**src/rtl/kocu_pkg.sv**
```systemverilog
// Package for the keyword occurrence counter: widths, keyword tables,
// the token close event type and small helper functions.
// No dependencies.
`timescale 1ns / 1ps

package kocu_pkg;

  // number of keywords and longest keyword in bytes
  localparam int unsigned NumKeys   = 5;
  localparam int unsigned KeyMaxLen = 5;

  // token position counter saturates at its all-ones value
  localparam int unsigned PosBits = 3;

  // width of the internal keyword counters
  localparam int unsigned COUNT_BITS = 16;

  // width of one count on the result stream
  localparam int unsigned OutBits = 16;

  // stream widths
  localparam int unsigned InDataBits  = 8;
  localparam int unsigned OutDataBits = NumKeys * OutBits;

  typedef logic [7:0]            byte_t;
  typedef logic [PosBits-1:0]    pos_t;
  typedef logic [NumKeys-1:0]    key_mask_t;
  typedef logic [COUNT_BITS-1:0] count_t;
  typedef logic [OutBits-1:0]    out_count_t;

  localparam pos_t   PosMax   = {PosBits{1'b1}};
  localparam count_t CountMax = {COUNT_BITS{1'b1}};
  localparam out_count_t OutMax = {OutBits{1'b1}};

  // separator characters
  localparam byte_t ChSpace = 8'h20;
  localparam byte_t ChComma = 8'h2C;
  localparam byte_t ChDot   = 8'h2E;
  localparam byte_t ChQuote = 8'h27;
  localparam byte_t ChNul   = 8'h00;

  // keyword spelling, unused tail bytes are zero:
  // hello, men, go, and, with
  localparam byte_t KeyText [NumKeys][KeyMaxLen] = '{
    '{8'h68, 8'h65, 8'h6C, 8'h6C, 8'h6F},
    '{8'h6D, 8'h65, 8'h6E, 8'h00, 8'h00},
    '{8'h67, 8'h6F, 8'h00, 8'h00, 8'h00},
    '{8'h61, 8'h6E, 8'h64, 8'h00, 8'h00},
    '{8'h77, 8'h69, 8'h74, 8'h68, 8'h00}
  };

  localparam pos_t KeyLen [NumKeys] = '{3'd5, 3'd3, 3'd2, 3'd3, 3'd4};

  // token close event from the matcher to the counter bank
  typedef struct packed {
    logic      valid;  // an item was processed this cycle
    logic      last;   // that item ended the text
    key_mask_t hit;    // keywords matched by the token closed this cycle
  } kocu_event_t;

  // true for a byte that splits tokens
  function automatic logic is_separator(byte_t b);
    return (b == ChSpace) || (b == ChComma) || (b == ChDot) || (b == ChQuote);
  endfunction

  // clamp a count to the result field width
  function automatic out_count_t clamp_count(count_t c);
    logic [31:0] wide;
    wide = 32'(c);
    return (wide > 32'(OutMax)) ? OutMax : wide[OutBits-1:0];
  endfunction

endpackage

```
**src/rtl/kocu_match.sv**
```systemverilog
// Token matcher: tracks the open token, the keywords it still matches
// and the stopped string flag; emits a close event per processed byte.
// Depends on kocu_pkg.
`timescale 1ns / 1ps

module kocu_match (
  input  logic                  clk_i,
  input  logic                  rst_ni,
  input  logic                  adv_i,
  input  kocu_pkg::byte_t       byte_i,
  input  logic                  last_i,
  output kocu_pkg::kocu_event_t ev_o
);

  kocu_pkg::key_mask_t cand_q, cand_d, cand_post, use_cand, hit;
  kocu_pkg::pos_t      pos_q, pos_d, pos_post, use_pos, key_idx;
  logic                stopped_q, stopped_d;
  logic                is_zero, is_sep, sep_close, tok, fire;

  // byte classification
  assign is_zero   = (byte_i == kocu_pkg::ChNul);
  assign is_sep    = kocu_pkg::is_separator(byte_i);
  assign sep_close = !stopped_q && (is_zero || is_sep);
  assign tok       = !stopped_q && !is_zero && !is_sep;
  assign fire      = sep_close || last_i;

  // candidate filter for a token byte
  assign key_idx = (pos_q < kocu_pkg::pos_t'(kocu_pkg::KeyMaxLen)) ? pos_q : '0;
  always_comb begin
    for (int i = 0; i < kocu_pkg::NumKeys; i++) begin
      cand_post[i] = cand_q[i] && (pos_q < kocu_pkg::KeyLen[i]) &&
                     (kocu_pkg::KeyText[i][key_idx] == byte_i);
    end
  end
  assign pos_post = (pos_q == kocu_pkg::PosMax) ? pos_q : pos_q + 3'd1;

  // a separator closes the token as it was; end of text closes it after the byte
  assign use_cand = tok ? cand_post : cand_q;
  assign use_pos  = tok ? pos_post : pos_q;

  always_comb begin
    for (int i = 0; i < kocu_pkg::NumKeys; i++) begin
      hit[i] = fire && (use_pos != '0) && use_cand[i] &&
               (use_pos == kocu_pkg::KeyLen[i]);
    end
  end

  assign ev_o.valid = adv_i;
  assign ev_o.last  = last_i;
  assign ev_o.hit   = hit;

  // next token state
  always_comb begin
    cand_d    = cand_q;
    pos_d     = pos_q;
    stopped_d = stopped_q;
    if (adv_i) begin
      priority if (last_i) begin
        cand_d    = '1;
        pos_d     = '0;
        stopped_d = 1'b0;
      end else if (sep_close) begin
        cand_d    = '1;
        pos_d     = '0;
        stopped_d = stopped_q | is_zero;
      end else if (tok) begin
        cand_d = cand_post;
        pos_d  = pos_post;
      end else begin
        // stopped string, byte ignored
        stopped_d = stopped_q;
      end
    end
  end

  always_ff @(posedge clk_i or negedge rst_ni) begin
    if (!rst_ni) begin
      cand_q    <= '1;
      pos_q     <= '0;
      stopped_q <= 1'b0;
    end else begin
      cand_q    <= cand_d;
      pos_q     <= pos_d;
      stopped_q <= stopped_d;
    end
  end

  // end of text leaves a fresh token state
  a_clear_after_last: assert property (@(posedge clk_i) disable iff (!rst_ni)
    adv_i && last_i |=> (pos_q == '0) && (cand_q == '1) && !stopped_q)
    else $error("token state not cleared after end of text");

  // an empty token has every keyword still possible
  a_empty_all_cand: assert property (@(posedge clk_i) disable iff (!rst_ni)
    (pos_q == '0) |-> (cand_q == '1))
    else $error("empty token with dropped candidates");

  // a stopped string has no open token
  a_stopped_no_token: assert property (@(posedge clk_i) disable iff (!rst_ni)
    stopped_q |-> (pos_q == '0))
    else $error("open token after string stopped");

endmodule

```
**src/rtl/kocu_count.sv**
```systemverilog
// Counter bank and result register: saturating per-keyword counts,
// loaded into the output register at end of text and then cleared.
// Depends on kocu_pkg.
`timescale 1ns / 1ps

module kocu_count (
  input  logic                                 clk_i,
  input  logic                                 rst_ni,
  input  kocu_pkg::kocu_event_t                ev_i,
  output logic                                 out_valid_o,
  input  logic                                 out_ready_i,
  output logic [kocu_pkg::OutDataBits-1:0]     out_data_o
);

  kocu_pkg::count_t counts_q [kocu_pkg::NumKeys];
  kocu_pkg::count_t counts_d [kocu_pkg::NumKeys];
  kocu_pkg::count_t counts_new [kocu_pkg::NumKeys];
  logic [kocu_pkg::OutDataBits-1:0] data_q, data_d;
  logic out_valid_q, out_valid_d;

  // saturating increment with this cycle's hits
  always_comb begin
    for (int i = 0; i < kocu_pkg::NumKeys; i++) begin
      counts_new[i] = (ev_i.hit[i] && (counts_q[i] != kocu_pkg::CountMax)) ?
                      counts_q[i] + 1'b1 : counts_q[i];
      counts_d[i]   = counts_q[i];
      if (ev_i.valid) begin
        counts_d[i] = ev_i.last ? '0 : counts_new[i];
      end
    end
  end

  // result packing, first keyword in the low bits
  always_comb begin
    for (int i = 0; i < kocu_pkg::NumKeys; i++) begin
      data_d[i*kocu_pkg::OutBits +: kocu_pkg::OutBits] =
        kocu_pkg::clamp_count(counts_new[i]);
    end
  end

  // output register handshake
  always_comb begin
    out_valid_d = out_valid_q && !out_ready_i;
    if (ev_i.valid && ev_i.last) begin
      out_valid_d = 1'b1;
    end
  end

  always_ff @(posedge clk_i or negedge rst_ni) begin
    if (!rst_ni) begin
      out_valid_q <= 1'b0;
      for (int i = 0; i < kocu_pkg::NumKeys; i++) begin
        counts_q[i] <= '0;
      end
    end else begin
      out_valid_q <= out_valid_d;
      for (int i = 0; i < kocu_pkg::NumKeys; i++) begin
        counts_q[i] <= counts_d[i];
      end
    end
  end

  always_ff @(posedge clk_i) begin
    if (ev_i.valid && ev_i.last) begin
      data_q <= data_d;
    end
  end

  assign out_valid_o = out_valid_q;
  assign out_data_o  = data_q;

  // a result always follows an end of text
  a_result_after_last: assert property (@(posedge clk_i) disable iff (!rst_ni)
    ev_i.valid && ev_i.last |=> out_valid_q)
    else $error("no result after end of text");

  // counts restart from zero after a result
  a_counts_cleared: assert property (@(posedge clk_i) disable iff (!rst_ni)
    ev_i.valid && ev_i.last |=> (counts_q[0] == '0) && (counts_q[4] == '0))
    else $error("counts not cleared after end of text");

endmodule

```
**src/rtl/keyword_occurrence_counter_unit.sv**
```systemverilog
// Top level of the keyword occurrence counter: input register, token
// matcher and counter bank with result register.
// Depends on kocu_pkg, kocu_match and kocu_count.
//
// Usage:
//   Text enters on the slave stream, one byte per transfer in tdata, with
//   tlast set on the final byte of a text. Space, comma, period and
//   apostrophe split tokens; a zero byte ends the string and later bytes up
//   to tlast are ignored. On the tlast byte one result leaves on the master
//   stream: five 16-bit counts for hello, men, go, and, with, low to high.
//   A byte is registered on acceptance and processed as it leaves the input
//   register; the result register is loaded as the tlast byte is processed.
//   Throughput: one byte per cycle unless a held result stalls a tlast byte;
//   match and count update lie between the input and result registers.
//   Reset clears the token state, all counts and both valid flags.
//   When the receiver stalls, the held result blocks only the next tlast
//   byte; ordinary bytes keep flowing until it waits in the input register.
`timescale 1ns / 1ps

module keyword_occurrence_counter_unit (
  input  logic                                  clk_i,
  input  logic                                  rst_ni,
  // slave stream: tdata[7:0] text_byte, tlast end_of_text
  input  logic                                  s_axis_tvalid_i,
  output logic                                  s_axis_tready_o,
  input  logic [kocu_pkg::InDataBits-1:0]       s_axis_tdata_i,
  input  logic                                  s_axis_tlast_i,
  // master stream: tdata count_hello, count_men, count_go, count_and,
  // count_with, 16 bits each from bit 0 up
  output logic                                  m_axis_tvalid_o,
  input  logic                                  m_axis_tready_i,
  output logic [kocu_pkg::OutDataBits-1:0]      m_axis_tdata_o
);

  logic                  in_valid_q, in_valid_d;
  kocu_pkg::byte_t       byte_q;
  logic                  last_q;
  logic                  s_fire, adv, out_valid;
  kocu_pkg::kocu_event_t ev;

  // the registered item advances unless it would overwrite a waiting result
  assign adv             = in_valid_q && (!last_q || !out_valid || m_axis_tready_i);
  assign s_axis_tready_o = !in_valid_q || adv;
  assign s_fire          = s_axis_tvalid_i && s_axis_tready_o;
  assign in_valid_d      = s_fire || (in_valid_q && !adv);

  // input register
  always_ff @(posedge clk_i or negedge rst_ni) begin
    if (!rst_ni) begin
      in_valid_q <= 1'b0;
    end else begin
      in_valid_q <= in_valid_d;
    end
  end

  always_ff @(posedge clk_i) begin
    if (s_fire) begin
      byte_q <= s_axis_tdata_i;
      last_q <= s_axis_tlast_i;
    end
  end

  kocu_match u_match (
    .clk_i  (clk_i),
    .rst_ni (rst_ni),
    .adv_i  (adv),
    .byte_i (byte_q),
    .last_i (last_q),
    .ev_o   (ev)
  );

  kocu_count u_count (
    .clk_i       (clk_i),
    .rst_ni      (rst_ni),
    .ev_i        (ev),
    .out_valid_o (out_valid),
    .out_ready_i (m_axis_tready_i),
    .out_data_o  (m_axis_tdata_o)
  );

  assign m_axis_tvalid_o = out_valid;

  // a registered item is never dropped while stalled
  a_hold_stalled: assert property (@(posedge clk_i) disable iff (!rst_ni)
    in_valid_q && !adv |=> in_valid_q && $stable(byte_q) && $stable(last_q))
    else $error("stalled input item lost");

endmodule
```
**config.mk**
```make
export PLATFORM = sky130hd
export DESIGN_NAME = keyword_occurrence_counter_unit
export DESIGN_NICKNAME = d
export VERILOG_FILES = /design/src/rtl/kocu_pkg.sv /design/src/rtl/kocu_match.sv /design/src/rtl/kocu_count.sv /design/src/rtl/keyword_occurrence_counter_unit.sv
export SDC_FILE = /design/constraint.sdc
export NUM_CORES = 1
export LEC_CHECK = 0
export ABC_AREA = 1
export BUFFER_PORTS_ARGS = -buffer_cell sky130_fd_sc_hd__buf_2
export CORE_MARGIN = 5
export CORE_UTILIZATION = 50
export CTS_CLUSTER_SIZE = 25
export DETAILED_ROUTE_END_ITERATION = 10
export PLACE_DENSITY = 0.7
export SLEW_MARGIN = 30
export SYNTH_ARGS = -nofsm -noshare
export SYNTH_HDL_FRONTEND = slang
export SYNTH_SLANG_ARGS = --single-unit
```
**constraint.sdc**
```tcl
create_clock -name clk_i -period 7.7 [get_ports clk_i]
set_clock_uncertainty 0.05 [all_clocks]
set_input_delay 0.385 -clock clk_i [delete_from_list [all_inputs] [get_ports clk_i]]
set_output_delay 0.385 -clock clk_i [all_outputs]
set_load 0.01 [all_outputs]
```
======== Word-level counts from Yosys, hierarchy flattened ========
Memories as Yosys holds them, arrays and structs flattened.
Cells that the tools add are included.
word-level totals
  register bits ........................... 180
  bits in latches ......................... 0
  bits in writable memories ............... 0
  bits in read-only memories .............. 320
  output and inout port bits .............. 82
  word-level logic and storage cells ...... 136
  memories kept ........................... 5
memory list
  memory            depth  width  rd ports  clocked after Yosys merged registers in  wr ports  line              text
  (name not given)  8      8      1         0                                        0         kocu_match.sv:32  (kocu_pkg::KeyText[i][key_idx] == byte_i);
  (name not given)  8      8      1         0                                        0         kocu_match.sv:32
  (name not given)  8      8      1         0                                        0         kocu_match.sv:32
  (name not given)  8      8      1         0                                        0         kocu_match.sv:32
  (name not given)  8      8      1         0                                        0         kocu_match.sv:32
cells by class
  add/subtract/negate cells ............... 6
  multiply operators ...................... 0
  div/mod/pow operators ................... 0
  $lt $le $gt $ge ......................... 5
  eq/ne operators ......................... 19
  shift-type cells ........................ 0
  multiplexer cells ....................... 31
  bitwise logic cells ..................... 2
  reduce and logical (&&, ||, !) cells .... 55
operators with widths
  operator                                             number
  2-to-1 mux 16 bit                                    10
  adder 16 x 1 -> 16 bit, second input constant        5
  2-to-1 mux 8 bit                                     10
  != test 16 bit, second input constant                5
  equality test 8 bit                                  5
  logical AND 1 bit                                    34
  equality test 8 x 6 -> 1 bit, second input constant  4
  2-to-1 mux 3 bit                                     5
  2-to-1 mux 5 bit                                     3
  equality test 3 bit, second input constant           3
  logical OR 1 bit                                     9
  logical NOT 1 bit                                    8
  logical NOT 8 bit                                    1
  equality test 3 x 2 -> 1 bit, second input constant  2
  < comparator 3 x 2 -> 1 bit, second input constant   2
  < comparator 3 bit, second input constant            2
  >= comparator 4 bit, second input constant           1
  NOT 3 -> 4 bit                                       1
  adder 3 x 1 -> 3 bit, second input constant          1
  2-to-1 mux 1 bit                                     3
  nonzero test 3 bit                                   1
  AND reduction 2 bit                                  1
  nonzero test 2 bit                                   1
  bitwise OR 1 bit                                     1

======== Logic depth before layout (Yosys ltp) ========
Gate-level depths: netlist of run 1.
  depth in word-level cells ............... 14
  gate-level depth with buffers ........... 19

======== By module ========
Synthesis of run 1 repeated with hierarchy kept, for this count alone.
second synthesis, totals
  cells, all modules ...................... 1291
  area total of the unflattened synthesis .. 10242.3 µm²
by module, submodules not included
  module                           times used  cells each  area each (µm²)  sequential area each (µm²)
  kocu_count                       1           1069        8684.6           4429.2
  kocu_match                       1           204         1221.2           231.5
  keyword_occurrence_counter_unit  1           18          336.6            295.3

======== Least setup slack after synthesis of run 1 ========
No wires, ideal clock.
  kind .................................... register -> register
  start ................................... register last_q
  end ..................................... register u_count.data_q, in the netlist u_count.out_data_o[0] (enable)
  data arrival time ....................... 2.450 ns
  data required time ...................... 7.216 ns
  slack ................................... 4.766 ns
  cell stages (with the launch flop) ...... 4
  clock period less this slack ............ 2.934 ns
  path through ............................ edfxtp_1 a31oi_1 nand2_1 inv_1
on the way
  cells in the longest elaborated chain, start to end .. 5
RTL lines
  element                        line                                   text
  from (decl)                    keyword_occurrence_counter_unit.sv:37  logic last_q;
  from (signal assigned)         keyword_occurrence_counter_unit.sv:59  last_q <= s_axis_tlast_i;
  logical NOT 1 bit              keyword_occurrence_counter_unit.sv:42  assign adv = in_valid_q && (!last_q || !out_valid || m_axis_tready_i);
  logical OR 1 bit (2 in a row)  keyword_occurrence_counter_unit.sv:42
  logical AND 1 bit              keyword_occurrence_counter_unit.sv:42
  logical AND 1 bit *            kocu_count.sv:64                       if (ev_i.valid && ev_i.last) begin
  to (signal assigned)           kocu_count.sv:65                       data_q <= data_d;
  to (decl)                      kocu_count.sv:18                       logic [kocu_pkg::OutDataBits-1:0] data_q, data_d;
Mark *: on every way between the ends. The rest lies on a longest branch, timed or not.
A chain may end at the register's enable or synchronous reset.

==> results of run 1 <==
## worst max-delay path, stage by stage (launching register included)
cell and delay [ps]:
dfrtp_1 540, inv_1 140, nand2_1 190, inv_1 110, ha_1 250, nand2_1 80, nand4_1 80, nand2_1 70
nand3_1 100, o21ai_1 190, nand3_1 150, nor2_4 400, nand3_4 280, nand2_1 150, nand2_1 100
## worst min path at each step
stage,start,end,slack [ps],cells after the start
detailed placement,rst_ni,u_count.counts_q[41]$_DFFE_PN0P_,330,1
global placement,rst_ni,u_count.counts_q[41]$_DFFE_PN0P_,330,1
floorplan,rst_ni,in_valid_q$_DFF_PN0_,40,0
CTS,s_axis_tdata_i[0],byte_q[0]$_DFFE_PP_,70,1
global route,s_axis_tdata_i[6],byte_q[6]$_DFFE_PP_,70,1
finish,s_axis_tdata_i[0],byte_q[0]$_DFFE_PP_,80,1
## layout by cell type (no fill, tap or decap), types with 9 or more instances in the layout
cell type / synthesis / routed
a21oi_1: 12 / 12
and2_1: 14 / 14
buf_2: 4 / 93
clkbuf_16: 0 / 17
dfrtp_1: 86 / 86
edfxtp_1: 89 / 89
ha_1: 11 / 11
inv_1: 93 / 92
nand2_1: 441 / 440
nand2_2: 8 / 9
nand3_1: 65 / 65
nand3b_1: 13 / 13
nand4_1: 52 / 52
nor2_1: 69 / 68
nor3_1: 22 / 22
o21ai_0: 12 / 12
o21ai_1: 12 / 12
o21ai_2: 18 / 18
xnor2_1: 16 / 16
xor2_1: 56 / 56
## metrics by stage
step | worst slack [ps] | instances | cell area [sq um] | total power [W] | util, %
CTS | 4590 | 1533 | 11200 | 0.00214 | 57.2
floorplan | 4770 | 1177 | 9940 | 0.00121 | -
finish | 4570 | 1533 | 11200 | 0.00212 | 57.2
detailed placement | 4600 | 1500 | 10600 | 0.00127 | 54.2
global route | 4270 | 1533 | 11200 | 0.00221 | 57.2
global placement | 4300 | 1498 | 10500 | 0.00127 | 53.9
## state kept, by name, summed over array words and instances, names as in the netlist
name and flops:
u_count.counts_q 80, u_count.out_data_o 80, byte_q 8, u_match.cand_q 5, u_match.pos_q 3, in_valid_q 1
last_q 1, u_count.out_valid_o 1, u_match.stopped_q 1
## metal layers
layer	wire, um	part of all wire [%]	vias to the layer above	track usage (%)
met5	0	0	-	0
met4	285	1.3	0	5.03
met3	875	4.0	23	3.17
met2	10500	48	180	33.2
met1	10400	47	3695	28.3
li1	-	-	3991	-
## power breakdown
part           switching, W  internal (W)
Sequential        0.0000156       0.00104
Clock              0.000383      0.000484
Combinational      0.000142     0.0000557
Total              0.000541       0.00158
## cell type report
cell class                 instances  area, sq um  area share, %
inverter                          99          374           3.35
tap                              265          332           2.97
clock inverter                    13          153           1.37
sequential                       180         4960           44.4
clock buffer                      19          433           3.88
multi-input combinational        854         4350           39.0
timing repair buffer             103          571           5.11
## cell families (layout without fill, tap and decap cells)
logic type | Yosys count | after routing
AOI/OAI and AO/OA | 64 | 64
xor gates and xnor gates | 72 | 72
adders and majority gates | 11 | 11
buffers and inverters | 143 | 234
DFF | 180 | 180
and+or+nand+nor | 707 | 707
## what timing repair did
action	CTS	global route
setup buffers	0	0
endpoints found under the hold margin	34	0
hold buffers	1	0
==> flow_metrics.py, run 1 <==
metrics = {
    "outcome": {
        "status": "finished clean",
    },
    "floorplan": {
        "start_util_pct": 50.9,
        "die_x_um": 151,
        "rows": 51,
        "dieArea_sq_um": 22800,
        "io_pins": 95,
        "coreArea_sq_um": 19500,
        "die_h_um": 151,
    },
    "global_route": {
        "grt_antenna_before_repair": 0,
        "grt_overflow": 0,
        "gr-usage-all-layers_pct": 20.2,
        "grt_max_degree": 79,
        "first_global_vias": 7586,
        "grt_first_pass_wirelength_um": 37200,
    },
    "detailed_routing": {
        "initialDrtViolationCount": 598,
        "via_per_inst": 5.15,
        "ant_nets": 0,
        "num_vias": 7889,
        "wl_um": 22100,
        "wl_per_cell_um": 14.4,
        "drt_first_pass_iters": 5,
        "drc_errors": 0,
    },
    "layout": {
        "layout-drive-gt1-share_pct": 14.8,
        "fill_cells": 1767,
        "nets": 1279,
        "antennaDiodeCount": 0,
        "area_growth_pct": 12.4,
    },
    "worst_setup_path": {
        "path_class": "reg2reg",
        "startpoint": "u_match.pos_q[2]$_DFFE_PN0P_",
        "worst_ep_required_time_ps": 7820,
        "endpoint": "u_count.out_data_o[8]$_DFFE_PP_",
        "cp-end-kind": "flip-flop",
        "start_kind": "flip-flop",
        "r2r-end": "u_count.out_data_o[8]$_DFFE_PP_",
        "regToRegSetupSlack_ps": 4570,
        "rr_worst_depth": 14,
        "critPathMaxFanout": 18,
        "worstPathArrival_ps": 3250,
        "r2r-start": "u_match.pos_q[2]$_DFFE_PN0P_",
    },
    "timing": {
        "post-route-min-period_ps": 3130,
        "finalHoldViolCount": 0,
        "maxSlewHeadroom_pct": 40.6,
        "finalMaxSlewViolations": 0,
        "period_share_pct": 40.7,
        "worstMarginPinSlew_ps": 891,
        "fmax_mhz": 319,
        "hold_slack_ps": 77.5,
        "setup_viol": 0,
        "setup_tns_ps": 0,
        "rsz0062_at_grt": "false",
    },
    "clock_network": {
        "cts_tree": "yes",
        "clock-sinks": 180,
        "clk_pin_slew_ps": 70,
        "htreeDepth": 4,
        "clockRootBuffer": "clkbuf_16",
        "cts_inserted_buffers": 17,
        "clock_latency_ps": 430,
        "ctsResizeCount": 0,
        "clockBufferDepth": 2,
    },
    "logic_synthesis": {
        "ys_seq_area_share_pct": 49.8,
        "synthMuxAreaShare_pct": 0,
        "synth_edf_count": 89,
        "netlist_area_sq_um": 9940,
        "synth_compound_area_share_pct": 4.37,
        "synth_simple_gate_area_share_pct": 31.5,
        "synth_top_family_by_area": "simple AND/OR/NAND/NOR gates",
        "syn_avg_cell_area_sq_um": 8.45,
        "synthDistinctLibCells": 40,
        "yosysMostFrequentCell": "nand2_1",
        "synth_xor_area_share_pct": 6.34,
        "ys_ff_latch": 180,
        "synth_area_leaders": "edfxtp_1 27%, dfrtp_1 22%, nand2_1 17%",
        "ys.flop_type": "edfxtp_1",
        "synth_fa_ha_area_share_pct": 1.38,
        "ys_warn_count": 0,
        "yosysTopAreaCellShare_pct": 26.9,
        "ys_top_cells_by_count": "441 x nand2_1, 93 x inv_1, 89 x edfxtp_1",
        "syn_nets": 1201,
        "async_flop_share_pct": 50.6,
        "syn_inst": 1177,
        "synth_top_cell_by_area": "edfxtp_1",
    },
    "pwr": {
        "p_per_area_nw_per_um2": 190,
        "leakagePower_nw": 5.26,
        "max-vdd-ir-drop_uv": 148,
    },
    "place": {
        "numPortBuffers": 94,
        "dp_hpwl_um": 14800,
        "gp_congestion": 0.889,
    },
    "job": {
        "max-cap-violations": 0,
    },
    "min_path": {
        "hold_class": "in2reg",
    },
}
Note: power is estimated with default switching activity, not from simulation.
==> run 2, diff against run 1 <==
--- a/config.mk
+++ b/config.mk
@@ -11,7 +11,7 @@
 export CORE_UTILIZATION = 50
 export CTS_CLUSTER_SIZE = 25
 export DETAILED_ROUTE_END_ITERATION = 10
-export PLACE_DENSITY = 0.7
+export PLACE_DENSITY = 0.73
 export SLEW_MARGIN = 30
 export SYNTH_ARGS = -nofsm -noshare
 export SYNTH_HDL_FRONTEND = slang
==> constraint.sdc (replaced) <==
create_clock -name clk_i -period 2.8 [get_ports clk_i]
set_clock_uncertainty 0.05 [all_clocks]
set_input_delay 0.14 -clock clk_i [delete_from_list [all_inputs] [get_ports clk_i]]
set_output_delay 0.14 -clock clk_i [all_outputs]
set_load 0.01 [all_outputs]
==> run 2 against run 1 <==
Net effect: core utilization grew 2.1 points; largest cell class unchanged; clock power grew to 2.8 times the previous value; setup slack lost 4400 ps; via count grew 3.8%; combinational power grew to 3.1 times the previous value; non-clock buffer count grew 33; highest routed layer unchanged; critical path type unchanged; total power grew to 2.8 times the previous value.
==> flow_metrics.py, run 2 (synthesis results as in run 1) <==
metrics = {
    "place": {
        "numPortBuffers": 94,
        "dp_hpwl_um": 14800,
        "dpl_cell_area_sq_um": 10700,
        "gp_congestion": 0.909,
    },
    "detailed_routing": {
        "drc_errors": 0,
        "num_vias": 8187,
        "wl_per_cell_um": 14.3,
        "ant_nets": 0,
        "wl_um": 22400,
        "via_per_inst": 5.22,
        "drt_first_pass_iters": 5,
        "initialDrtViolationCount": 584,
    },
    "clock_network": {
        "clock-sinks": 180,
        "cts_tree": "yes",
        "htreeDepth": 4,
        "cts_inserted_buffers": 17,
        "clockRootBuffer": "clkbuf_16",
        "clockBufferDepth": 2,
        "clock_latency_ps": 430,
        "clk_pin_slew_ps": 70,
    },
    "worst_setup_path": {
        "cp_slowest_stage_delay_ps": 410,
        "cp.depth": 13,
        "start_kind": "flip-flop",
        "critPathMaxFanout": 14,
        "cpMaxStageDelayCell": "dfrtp_1",
        "cp-end-kind": "flip-flop",
        "worstPathArrival_ps": 2770,
        "r2r-start": "u_match.pos_q[2]$_DFFE_PN0P_",
        "path_class": "reg2reg",
        "cp_top_family": "compound AO/OA/AOI/OAI gates",
        "worst_ep_required_time_ps": 2930,
        "r2r-end": "u_count.out_data_o[49]$_DFFE_PP_",
        "worstPathCellList": "inv_2 -> nand2_2 -> inv_1 -> ha_1 -> inv_1 -> nand2_1 -> nand2_1 -> a21oi_2 -> nand3_1 -> a21oi_4 -> buf_4 -> nand3_4 -> o21a_1",
        "rr_worst_depth": 13,
        "startpoint": "u_match.pos_q[2]$_DFFE_PN0P_",
        "regToRegSetupSlack_ps": 160,
        "path_buf_inv": 4,
    },
    "layout": {
        "finalInstanceArea_sq_um": 11600,
        "layout_commonest_cell": "nand2_1",
        "final_cell_mix": "440 x nand2_1, 94 x buf_2, 90 x inv_1",
        "layout-drive-gt1-share_pct": 17.0,
        "area_growth_pct": 16.4,
        "nets": 1313,
        "antennaDiodeCount": 0,
    },
    "floorplan": {
        "coreArea_sq_um": 19500,
        "die_x_um": 151,
        "start_util_pct": 50.9,
        "io_pins": 95,
        "dieArea_sq_um": 22800,
        "die_h_um": 151,
        "rows": 51,
    },
    "timing": {
        "post-route-min-period_ps": 2640,
        "maxSlewHeadroom_pct": 40.2,
        "worstMarginPinSlew_ps": 898,
        "fmax_mhz": 379,
        "finalHoldViolCount": 0,
        "setup_viol": 0,
        "finalMaxSlewViolations": 0,
        "period_share_pct": 94.3,
        "setup_tns_ps": 0,
    },
    "job": {
        "max-cap-violations": 0,
    },
    "global_route": {
        "first_global_vias": 7679,
        "grt_first_pass_wirelength_um": 37400,
        "gr-usage-all-layers_pct": 20.3,
        "grt_max_degree": 92,
        "grt_antenna_before_repair": 0,
        "grt_overflow": 0,
    },
    "pwr": {
        "leakagePower_nw": 5.44,
        "max-vdd-ir-drop_uv": 423,
        "p_per_area_nw_per_um2": 514,
    },
    "outcome": {
        "status": "finished clean",
    },
    "min_path": {
        "hold_class": "in2async",
    },
}
## run 2: changes by cell type in the layout (fill, tap and decap cells not counted), moves of 2 or more
cell / previous run / this run
dfrtp_2: 0 / 2
inv_6: 2 / 4
clkinv_2: 4 / 2
nor2_2: 1 / 3
inv_1: 92 / 90
buf_12: 0 / 7
nor2_1: 68 / 66
buf_4: 7 / 22
ha_2: 0 / 2
ha_1: 11 / 9
dlygate4sd3_1: 1 / 13
inv_2: 5 / 8
dfrtp_1: 86 / 84
## run 2: worst max-delay path by stage
stage | end | slack, ps
after floorplan | u_count.out_data_o[0]$_DFFE_PP_ | 310
after global placement | u_count.out_data_o[49]$_DFFE_PP_ | 60
after detailed placement | u_count.out_data_o[49]$_DFFE_PP_ | -20
after CTS | u_count.out_data_o[50]$_DFFE_PP_ | 20
after global routing | u_count.out_data_o[57]$_DFFE_PP_ | -6
final | u_count.out_data_o[49]$_DFFE_PP_ | 160
## run 2: final cells by class
type                            instances  area [sq um]
Inverter                               99           375
Clock inverter                         13           171
Fill cell                            1725          7960
Tap cell                              265           332
Timing Repair Buffer                  136           906
Clock buffer                           19           433
Sequential cell                       180          4960
Multi-Input combinational cell        855          4400
## run 2: layer usage
| metal | track usage [%] | routed length, um | up-vias |
|---|---|---|---|
| li1 | - | - | 4057 |
| met1 | 27.8 | 10300 | 3884 |
| met2 | 32.9 | 10600 | 213 |
| met3 | 4.16 | 1110 | 33 |
| met4 | 5.76 | 340 | 0 |
| met5 | 0 | 0 | - |
## run 2: where the power goes
part           switching, W  internal, W  leakage, nW  total [W]
logic              0.000411     0.000197         2.99   0.000608
registers         0.0000397      0.00285         2.15    0.00289
clock network       0.00103      0.00142        0.295    0.00245
## run 2: worst register-to-register path, delay by kind of cell, from the launching register on
kind            cells  cell delay (ps)
simple gates        5              620
flops               1              410
compound gates      3              710
fa+ha+maj           1              180
buf+inv             4              450
## run 2: through the flow
| step | util, % | power (W) | instances | worst slack (ps) | hold WS (ps) |
|---|---|---|---|---|---|
| 3_5_place_dp | 54.8 | 0.00351 | 1511 | -15.4 | 188 |
| 6_report | 59.3 | 0.00595 | 1567 | 160 | 250 |
| 5_1_grt | 59.3 | 0.00621 | 1567 | -6.11 | 306 |
| 4_1_cts | 58.6 | 0.00598 | 1557 | 18.6 | 275 |
| 3_3_place_gp | 54.8 | 0.00350 | 1511 | 56.4 | 189 |
| 2_1_floorplan | - | 0.00333 | 1177 | 312 | -206 |
## run 2: timing repair
item / in CTS / in global routing
pin swaps: 1 / 4
hold endpoints to repair: 97 / 0
gates resized for setup: 2 / 11
setup buffers: 0 / 10
hold buffers: 13 / 0
gates cloned: 1 / 0
endpoints found under the setup margin: 3 / 159
